===== src/design/srfp_pkg.sv =====
// ----------------------------------------------------------------------------
// srfp_pkg: shared types and constants of the sensor record field parser
// Beat types for both channels, result kinds, record IDs and the length table.
// ----------------------------------------------------------------------------
package srfp_pkg;

	localparam int QDEPTH = 4;
	localparam int QPTR_W = $clog2(QDEPTH);
	localparam int QCNT_W = QPTR_W + 1;

	localparam logic [1:0] KIND_FIELD     = 2'd0;
	localparam logic [1:0] KIND_UNKNOWN   = 2'd1;
	localparam logic [1:0] KIND_END       = 2'd2;
	localparam logic [1:0] KIND_END_TRUNC = 2'd3;

	localparam logic [7:0] ID_STATUS = 8'd79;
	localparam logic [7:0] ID_FLAG_A = 8'd8;
	localparam logic [7:0] ID_FLAG_B = 8'd9;
	localparam logic [7:0] ID_QUAT   = 8'd77;

	localparam logic [4:0] LEN_NONE = 5'd0;
	localparam logic [4:0] LEN_BYTE = 5'd1;
	localparam logic [4:0] LEN_WORD = 5'd4;
	localparam logic [4:0] LEN_QUAT = 5'd16;

	typedef struct packed {
		logic [7:0] in_byte;
		logic       end_of_packet;
	} srfp_in_t;

	typedef struct packed {
		logic [1:0]  result_kind;
		logic [7:0]  field_id;
		logic [1:0]  element_index;
		logic [31:0] field_value;
		logic        last_result;
	} srfp_out_t;

	// Results produced by one byte: up to two, in order.
	typedef struct packed {
		logic [1:0] cnt;
		srfp_out_t  r0;
		srfp_out_t  r1;
	} srfp_pair_t;

	function automatic logic [4:0] payload_length(input logic [7:0] id);
		logic [4:0] len;
		unique case (id)
			8'd5, 8'd24, 8'd25, 8'd7, 8'd21, 8'd22, 8'd23,
			8'd27, 8'd28, 8'd29, 8'd74, 8'd75, 8'd76: len = LEN_WORD;
			ID_QUAT:                                   len = LEN_QUAT;
			ID_STATUS, ID_FLAG_A, ID_FLAG_B:           len = LEN_BYTE;
			default:                                   len = LEN_NONE;
		endcase
		return len;
	endfunction

endpackage


===== src/design/sensor_record_field_parser.sv =====
// ----------------------------------------------------------------------------
// sensor_record_field_parser: attitude sensor packet field parser
// Splits a byte stream into ID/payload records and emits one beat per field,
// per unknown ID and per packet end.
//
//   channel  | signals                                  | direction
//   ---------+------------------------------------------+----------
//   byte     | byte_valid, byte_stall, byte_data        | in
//   result   | result_valid, result_stall, result_data  | out
//   config   | cfg_we, cfg_wdata (big_endian)           | in
//
// A byte is registered on acceptance and decoded once the result queue has
// room; its results are registered in the queue. One byte per cycle
// is taken while the four-entry result queue has room for two results; a
// byte can produce two results, so the output side sets the sustained rate.
// Reset returns the parser to expecting an ID and sets big_endian to 1.
// ----------------------------------------------------------------------------
module sensor_record_field_parser (
	input  logic                clk,
	input  logic                arst_n,
	input  logic                byte_valid,
	output logic                byte_stall,
	input  srfp_pkg::srfp_in_t  byte_data,
	output logic                result_valid,
	input  logic                result_stall,
	output srfp_pkg::srfp_out_t result_data,
	input  logic                cfg_we,
	input  logic                cfg_wdata
);
	import srfp_pkg::*;

	logic       big_endian_q;
	logic       valid_s1;
	srfp_in_t   data_s1;
	logic       room;
	logic       go;
	logic       accept;
	srfp_pair_t res;

	assign go = valid_s1 && room;
	assign byte_stall = valid_s1 && !room;
	assign accept = byte_valid && !byte_stall;

	always_ff @(posedge clk or negedge arst_n) begin
		if (!arst_n) begin
			big_endian_q <= 1'b1;
			valid_s1 <= 1'b0;
		end else begin
			if (cfg_we) begin
				big_endian_q <= cfg_wdata;
			end
			if (accept) begin
				valid_s1 <= 1'b1;
			end else if (go) begin
				valid_s1 <= 1'b0;
			end
		end
	end

	always_ff @(posedge clk) begin
		if (accept) begin
			data_s1 <= byte_data;
		end
	end

	srfp_parse u_parse (
		.clk        (clk),
		.arst_n     (arst_n),
		.go         (go),
		.beat       (data_s1),
		.big_endian (big_endian_q),
		.res        (res)
	);

	srfp_queue u_queue (
		.clk          (clk),
		.arst_n       (arst_n),
		.push         (go),
		.res          (res),
		.room         (room),
		.result_valid (result_valid),
		.result_stall (result_stall),
		.result_data  (result_data)
	);

endmodule


===== src/design/srfp_parse.sv =====
// ----------------------------------------------------------------------------
// srfp_parse: record parser state and per-byte decode
// Consumes one registered byte when go is high and reports up to two results.
// ----------------------------------------------------------------------------
module srfp_parse (
	input  logic                clk,
	input  logic                arst_n,
	input  logic                go,
	input  srfp_pkg::srfp_in_t  beat,
	input  logic                big_endian,
	output srfp_pkg::srfp_pair_t res
);
	import srfp_pkg::*;

	logic        expecting_id_q, expecting_id_n;
	logic [7:0]  current_id_q, current_id_n;
	logic [4:0]  left_q, left_n;
	logic [31:0] word_q, word_n;
	logic [1:0]  biw_q, biw_n;
	logic [1:0]  quat_q, quat_n;

	always_comb begin
		logic [4:0] len;
		logic [7:0] b;
		srfp_out_t  r;
		srfp_out_t  e;
		b = beat.in_byte;
		len = payload_length(b);
		expecting_id_n = expecting_id_q;
		current_id_n = current_id_q;
		left_n = left_q;
		word_n = word_q;
		biw_n = biw_q;
		quat_n = quat_q;
		r = '0;
		res = '0;

		if (expecting_id_q) begin
			if (len == LEN_NONE) begin
				r.result_kind = KIND_UNKNOWN;
				r.field_id = b;
				res.cnt = 2'd1;
			end else begin
				current_id_n = b;
				left_n = len;
				expecting_id_n = 1'b0;
				word_n = '0;
				biw_n = '0;
				quat_n = '0;
			end
		end else if (current_id_q == ID_STATUS || current_id_q == ID_FLAG_A ||
				current_id_q == ID_FLAG_B) begin
			r.result_kind = KIND_FIELD;
			r.field_id = current_id_q;
			r.field_value = (current_id_q == ID_STATUS) ? {24'd0, b} :
				{31'd0, (b != 8'd0)};
			res.cnt = 2'd1;
			left_n = '0;
			expecting_id_n = 1'b1;
		end else begin
			if (biw_q == 2'd0) begin
				word_n = {24'd0, b};
			end else if (big_endian) begin
				word_n = {word_q[23:0], b};
			end else begin
				case (biw_q)
					2'd1:    word_n = word_q | {16'd0, b, 8'd0};
					2'd2:    word_n = word_q | {8'd0, b, 16'd0};
					default: word_n = word_q | {b, 24'd0};
				endcase
			end
			left_n = left_q - 5'd1;
			if (biw_q == 2'd3) begin
				r.result_kind = KIND_FIELD;
				r.field_id = current_id_q;
				r.element_index = (current_id_q == ID_QUAT) ? quat_q : 2'd0;
				r.field_value = word_n;
				res.cnt = 2'd1;
				biw_n = '0;
				quat_n = quat_q + 2'd1;
			end else begin
				biw_n = biw_q + 2'd1;
			end
			if (left_n == 5'd0) begin
				expecting_id_n = 1'b1;
			end
		end

		// The packet end is reported after whatever the byte itself produced.
		e = '0;
		e.result_kind = expecting_id_n ? KIND_END : KIND_END_TRUNC;
		e.last_result = 1'b1;
		if (beat.end_of_packet) begin
			expecting_id_n = 1'b1;
			current_id_n = '0;
			left_n = '0;
			word_n = '0;
			biw_n = '0;
			quat_n = '0;
			if (res.cnt == 2'd0) begin
				res.r0 = e;
				res.cnt = 2'd1;
			end else begin
				res.r0 = r;
				res.r1 = e;
				res.cnt = 2'd2;
			end
		end else begin
			r.last_result = 1'b1;
			res.r0 = r;
		end
	end

	always_ff @(posedge clk or negedge arst_n) begin
		if (!arst_n) begin
			expecting_id_q <= 1'b1;
			current_id_q <= '0;
			left_q <= '0;
			word_q <= '0;
			biw_q <= '0;
			quat_q <= '0;
		end else if (go) begin
			expecting_id_q <= expecting_id_n;
			current_id_q <= current_id_n;
			left_q <= left_n;
			word_q <= word_n;
			biw_q <= biw_n;
			quat_q <= quat_n;
		end
	end

endmodule


===== src/design/srfp_queue.sv =====
// ----------------------------------------------------------------------------
// srfp_queue: result queue
// Takes up to two results a cycle and hands out one beat at a time.
// ----------------------------------------------------------------------------
module srfp_queue (
	input  logic                 clk,
	input  logic                 arst_n,
	input  logic                 push,
	input  srfp_pkg::srfp_pair_t res,
	output logic                 room,
	output logic                 result_valid,
	input  logic                 result_stall,
	output srfp_pkg::srfp_out_t  result_data
);
	import srfp_pkg::*;

	srfp_out_t          mem_q [QDEPTH];
	logic [QPTR_W-1:0]  wr_ptr_q;
	logic [QPTR_W-1:0]  rd_ptr_q;
	logic [QCNT_W-1:0]  count_q;
	logic [1:0]         n_push;
	logic               pop;

	assign n_push = push ? res.cnt : 2'd0;
	assign pop = result_valid && !result_stall;
	assign result_valid = (count_q != '0);
	assign result_data = mem_q[rd_ptr_q];
	// Room for a full pair without crediting a read in the same cycle.
	assign room = (count_q <= QCNT_W'(QDEPTH - 2));

	always_ff @(posedge clk) begin
		if (n_push != 2'd0) begin
			mem_q[wr_ptr_q] <= res.r0;
		end
		if (n_push == 2'd2) begin
			mem_q[wr_ptr_q + QPTR_W'(1)] <= res.r1;
		end
	end

	always_ff @(posedge clk or negedge arst_n) begin
		if (!arst_n) begin
			wr_ptr_q <= '0;
			rd_ptr_q <= '0;
			count_q <= '0;
		end else begin
			wr_ptr_q <= wr_ptr_q + QPTR_W'(n_push);
			if (pop) begin
				rd_ptr_q <= rd_ptr_q + QPTR_W'(1);
			end
			count_q <= count_q + QCNT_W'(n_push) - QCNT_W'(pop);
		end
	end

endmodule

===== config.mk =====
export PLATFORM = sky130hd
export DESIGN_NAME = sensor_record_field_parser
export DESIGN_NICKNAME = d
export VERILOG_FILES = /design/src/design/srfp_pkg.sv /design/src/design/sensor_record_field_parser.sv /design/src/design/srfp_parse.sv /design/src/design/srfp_queue.sv
export SDC_FILE = /design/constraint.sdc
export NUM_CORES = 1
export LEC_CHECK = 0
export BUFFER_PORTS_ARGS = -buffer_cell sky130_fd_sc_hd__clkbuf_2
export CORE_UTILIZATION = 55
export CTS_CLUSTER_SIZE = 24
export DETAILED_ROUTE_END_ITERATION = 10
export PLACE_DENSITY = 0.73
export SETUP_SLACK_MARGIN = 0.5
export SLEW_MARGIN = 20
export SYNTH_ARGS = -nofsm -noshare
export SYNTH_HDL_FRONTEND = slang
export SYNTH_HIERARCHICAL = 1
export SYNTH_SLANG_ARGS = --single-unit
export TNS_END_PERCENT = 1

===== constraint.sdc =====
create_clock -name clk -period 7.42 [get_ports clk]
set_input_delay 1.113 -clock clk [delete_from_list [all_inputs] [get_ports clk]]
set_output_delay 1.113 -clock clk [all_outputs]
set_load 0.02 [all_outputs]

# ---- Word-level counts from Yosys, hierarchy flattened
# Memories as Yosys holds them, arrays and structs flattened.
# Index checks and enable logic that the tools add are counted.
dict set report totals {
  ff_bits 68
  latchBits 0
  ramBits 180
  romBits 0
  in_bits 15
  output_inout_bits 47
  word_cells 136
  n_memories 1
}
dict set report op_classes {
  n_addsub 8
  mul 0
  div 0
  magnitude_cmp 1
  eq_ne 28
  n_shift 0
  muxes 57
  bitwise_logic 3
  n_reduce_logical 25
}
# memory depth word_bits read_ports rd_ports_with_merged_regs write_ports line
set mem_list {}
lappend mem_list {u_queue.mem_q 4 45 1 0 2 srfp_queue.sv:17} ;# srfp_out_t mem_q [QDEPTH];
# operator count
set op_table {}
lappend op_table {{32-bit 2-to-1 mux} 9}
lappend op_table {{45-bit 2-to-1 mux} 3}
lappend op_table {{8-bit by 5-bit == test with 1-bit output, second input constant} 8}
lappend op_table {{32-bit case mux with 2 select lines} 1}
lappend op_table {{8-bit by 7-bit == test with 1-bit output, second input constant} 7}
lappend op_table {{47-bit 2-to-1 mux} 1}
lappend op_table {{42-bit 2-to-1 mux} 1}
lappend op_table {{34-bit 2-to-1 mux} 1}
lappend op_table {{8-bit by 4-bit == test with 1-bit output, second input constant} 4}
lappend op_table {{8-bit 2-to-1 mux} 4}
lappend op_table {{32-bit by 16-bit OR with 32-bit output} 1}
lappend op_table {{32-bit by 24-bit OR with 32-bit output} 1}
lappend op_table {{32-bit OR} 1}
lappend op_table {{2-bit 2-to-1 mux} 15}
lappend op_table {{10-bit 2-to-1 mux} 2}
lappend op_table {{5-bit 2-to-1 mux} 4}
lappend op_table {{8-bit by 3-bit == test with 1-bit output, second input constant} 2}
lappend op_table {{5-bit case mux with 3 select lines} 1}
lappend op_table {{1-bit 2-to-1 mux} 14}
lappend op_table {{13-bit OR reduction} 1}
lappend op_table {{5-bit logical NOT} 2}
lappend op_table {{9-bit 2-to-1 mux} 1}
lappend op_table {{2-bit by 1-bit adder with 2-bit output, second input constant} 4}
lappend op_table {{8-bit nonzero test} 1}
lappend op_table {{20 further kinds} 33}

# ---- Longest topological paths before layout
dict set report logic_depth {
  depth_word 15
  depth_mapped 17
  mapped_depth_nobuf 14
}

# ---- Cells and area by module
# The synthesis kept the hierarchy.
# mod instances cells_per_inst area_each_um2 seq_area_each_um2
set modules_own_cells {}
lappend modules_own_cells {srfp_queue 1 482 9220.1 5580.4}
lappend modules_own_cells {srfp_parse 1 450 3789.9 1252.5}
lappend modules_own_cells {sensor_record_field_parser 1 17 372.9 321.6}

# ---- Worst setup path before layout
# OpenSTA, ideal clock, no wires.
dict set report synth_path {
  path_type {register to register}
  from {reg data_s1[3] (netlist name)}
  to {mem u_queue/mem_q[1][0] (netlist name), enable pin}
  setup_ps 447
  t_arrival_ps 4030
  required_ps 6973
  path_slack_ps 2943
  stages_incl_launch_ff 14
  path_buffers 3
  period_less_slack_ps 4477
  path_cell_list {edfxtp_1 buf_2 and4bb_2 nor2_1 a21o_1 buf_2 and2_4 buf_2 a21oi_1 ha_1 inv_1 mux2_2 nand2_1 nor2_1}
}
# element line
set synth_rtl {}
lappend synth_rtl {{from (decl)} sensor_record_field_parser.sv:34} ;# srfp_in_t data_s1;
lappend synth_rtl {{from (signal assigned)} sensor_record_field_parser.sv:62} ;# data_s1 <= byte_data;
lappend synth_rtl {{to (decl)} srfp_queue.sv:17}

==> parameters.txt <==
Parameter                              Value

Routing
  Violation count after the first detailed-route iteration    692
  Number of vias after detailed routing    7932
  Post-DR wirelength/cell    21.3 um
  Post-route antenna net violation count    0
  First-pass DRT Iterations    5
  # DRC    0
  Mean number of vias per cell    5.99
  Wire length reported by the detailed router    28.2 mm

Timing
  RSZ-0062 raised after global routing    no
  Tightest hold margin    0.460 ns
  Worst rel slew slack    0.308
  Final hold violation count    0
  Final critical-path required period    4.58 ns
  Final period util    0.617
  Worst Max-Slew Pin Slew    1.04 ns
  Total setup violations reported at the end of the flow    0
  Sum of negative setup slack    0 ns
  Upper clock frequency limit    218 MHz
  Worst Clk Skew    0.0231 ns
  Count of final max-slew check failures    0

Clocking
  Total of cells resized after clock tree synthesis    0
  Latest clock arrival within the worst-skew pair    0.54 ns
  Total number of clock tree sinks    248
  CTS root buf    clkbuf_16
  Number of buffers on the longest clock path    3
  Number of buffers inserted during clock tree synthesis    26
  Hold-fix buffers at CTS    0
  H-tree lvl count    1
  Clock tree from TritonCTS    done
  Clock slew at the register clock pins of the worst setup and hold paths    0.06 ns
  Number of buffers inserted by post-CTS setup repair    0

Synth
  Main combinational cell family by area after synthesis    multiplexers
  Post-synthesis adder-cell area fraction    0.0136
  Share of the synthesized area in compound gates (AO/OA/AOI/OAI)    0.0794
  Multiplexer share of the synthesized area    0.244
  Sequential fraction of the synthesis area    0.535
  Syn_area_per_cell    14.1 um2
  Post-synth EDFFs    189
  Cell area after technology mapping    0.0134 mm2
  Fraction of registers with async set or reset after synthesis    0.238
  FF+latch count, synth    248
  Synth Warn #    6
  Post-Synth XOR/XNOR Area    0.00524
  Number of standard cells after synthesis    949
  Post-Synth Simple-Gate Area    0.0695
  Most used DFF post-synth    edfxtp_1
  Count of unique library cells instantiated by Yosys    72

Finish
  Layout cells sized above 1    0.363
  Growth of design area from synthesis to finish    8.77%
  Net count, final    1014
  Multi-input combinational cell area    0.00569 mm2
  Number of fill cells    1853
  Final core utilization    0.615
  Antenna fix cells    0
  Final std cells w/o fill    1324
  Footprint of the flip-flops and latches    0.00716 mm2

Global route
  Number of global-route vias before repair    8151
  GRT overflow    0
  Global-route wire length before repair    44.7 mm
  Total Routing Usage GR    0.236
  Pin count of the biggest net entering global routing    60
  Antenna violations before repair    0

Run status
  Status    finished, final reports clean

Critical path
  Setup crit end    u_queue/mem_q[1][35]
  Worst reg-to-reg path cell count    11
  Critical Setup Path Class    register to register
  Endpoint kind of the worst setup timing path    register
  Required time worst endpoint    7.69 ns
  Largest driver fanout on the critical path    26
  CP Data Arrival Time    4.85 ns
  Nature of the critical path startpoint    register
  Worst reg2reg endpoint    u_queue/mem_q[1][35]
  Launch point of the worst path    data_s1[3]
  R2R Setup Slk    2.84 ns
  Startpoint of the worst-slack reg-to-reg timing path    data_s1[3]

Die
  # IOs    62
  Initial core utilization    0.565
  Core outline area    0.0237 mm2
  Die X    158 um
  Overall die height    158 um
  Placement row count    56
  Die Outline Area    0.0250 mm2

Worst hold path
  Tightest Hold Check Type    register to register
  Startpoint of the lowest-slack hold path    u_queue/rd_ptr_q[1]

Power and ir drop
  Power density over the cells    379 mW/mm2
  Leakage power summed over all cells    5.60 nW
  Total power    5.52 mW
  Peak supply drop    359 uV

Place
  Placed wire-length estimate    17.7 mm
  Routability congestion estimate    0.860
  Inst Count DP    1275
  Port Buffers    61

Job
  Max-capacitance violation count    0
## synthesized netlist by cell type, types with 8 or more instances
master	n	area, um2
ha_1	13	163
clkbuf_1	24	90.1
mux2_2	143	1610
buf_2	27	135
o21ai_0	29	145
and2_1	8	50.1
a21oi_1	34	170
mux4_2	45	1010
nand2_1	54	203
a22o_1	27	236
nand2b_1	9	56.3
nor2b_1	22	138
inv_1	15	56.3
nor2_1	34	128
buf_4	45	338
edfxtp_1	189	5680
nor3_1	11	55.1
o2bb2ai_1	11	96.3
dfrtp_1	57	1430
mux2_4	41	616
## routing by layer
| metal | global-route usage | wire (um) | vias up |
|---|---|---|---|
| li1 | - | - | 3617 |
| met5 | 0 | 0 | - |
| met3 | 0.0268 | 1520 | 39 |
| met4 | 0.0618 | 510 | 0 |
| met2 | 0.390 | 13900 | 269 |
| met1 | 0.334 | 12200 | 4007 |
## how the worst min path moves through the flow
stage | end | slack, ns | cells after the start
after global routing | u_queue/rd_ptr_q[1] | 0.50 | 1
after CTS | u_queue/rd_ptr_q[1] | 0.46 | 1
after detailed placement | u_queue/rd_ptr_q[1] | 0.45 | 1
after floorplan | u_parse/word_q[24] | 0.46 | 1
after global placement | u_queue/rd_ptr_q[1] | 0.45 | 1
final | u_queue/rd_ptr_q[1] | 0.46 | 1
## layout make-up
cell class | count | share of cell area
clock buffers | 40 | 0.0518
inverters | 16 | 0.00413
clock inverters | 8 | 0.00627
well taps | 319 | 0.0274
repair buffers | 72 | 0.0275
flip-flops and latches | 248 | 0.492
multi-input cells | 621 | 0.391
## registers in the layout (all words and copies together) (netlist names)
name                    cells
u_parse/quat_q              2
u_parse/biw_q               2
data_s1                     9
u_parse/left_q              5
big_endian_q                1
u_parse/word_q             32
u_queue/mem_q             180
u_queue/count_q             3
u_queue/rd_ptr_q            2
u_queue/wr_ptr_q            2
u_parse/current_id_q        8
u_parse/expecting_id_q      1
valid_s1                    1
## metrics by stage
stage / setup WS [ns] / cell area, um2
after floorplan: 2.94 / 13500
after global placement: 3.01 / 13700
after detailed placement: 2.91 / 13700
after CTS: 2.90 / 14500
after global routing: 2.67 / 14600
final: 2.84 / 14600
## power breakdown
part	leakage (nW)	total (mW)	switching (mW)	internal [mW]
Combinational	2.66	2.08	1.17	0.911
Clock	0.413	1.30	0.528	0.767
Sequential	2.52	2.14	0.249	1.90
## placed cells by master, fill, tap and decap left out, drive strengths merged, types with 6 or more instances in the layout
master and n:
ha 13, clkinv 6, a21oi 34, nor3 12, inv 16, o21ai 33, mux4 45, edfxtp 189
a22o 27, dfrtp 57, a221o 6, buf 11, nor2 37, a22oi 7, clkbuf 101, nor2b 23
nand2b 10, conb 42, and2 9, nand3 7, mux2 186, nand2 54, a32o 6, o2bb2ai 11
## cell families after synthesis
group	Yosys count
flip-flops	248
multiplexers	231
adder cells (fa/ha/maj)	14
AO/OA/AOI/OAI	150
other	1
XOR/XNOR	8
buffers and inverters	121
AND/OR/NAND/NOR	176
## worst max-delay path, stage by stage, from the launching register on
cell      delay [ns]
edfxtp_1        0.80
and3b_1         0.25
a31oi_1         0.15
a21o_1          0.34
and2_4          0.31
a21oi_1         0.09
ha_1            0.31
inv_1           0.08
nand3b_2        0.33
or3_2           0.82
buf_4           0.43
mux2_4          0.37
(Power assumes the default switching activity.)
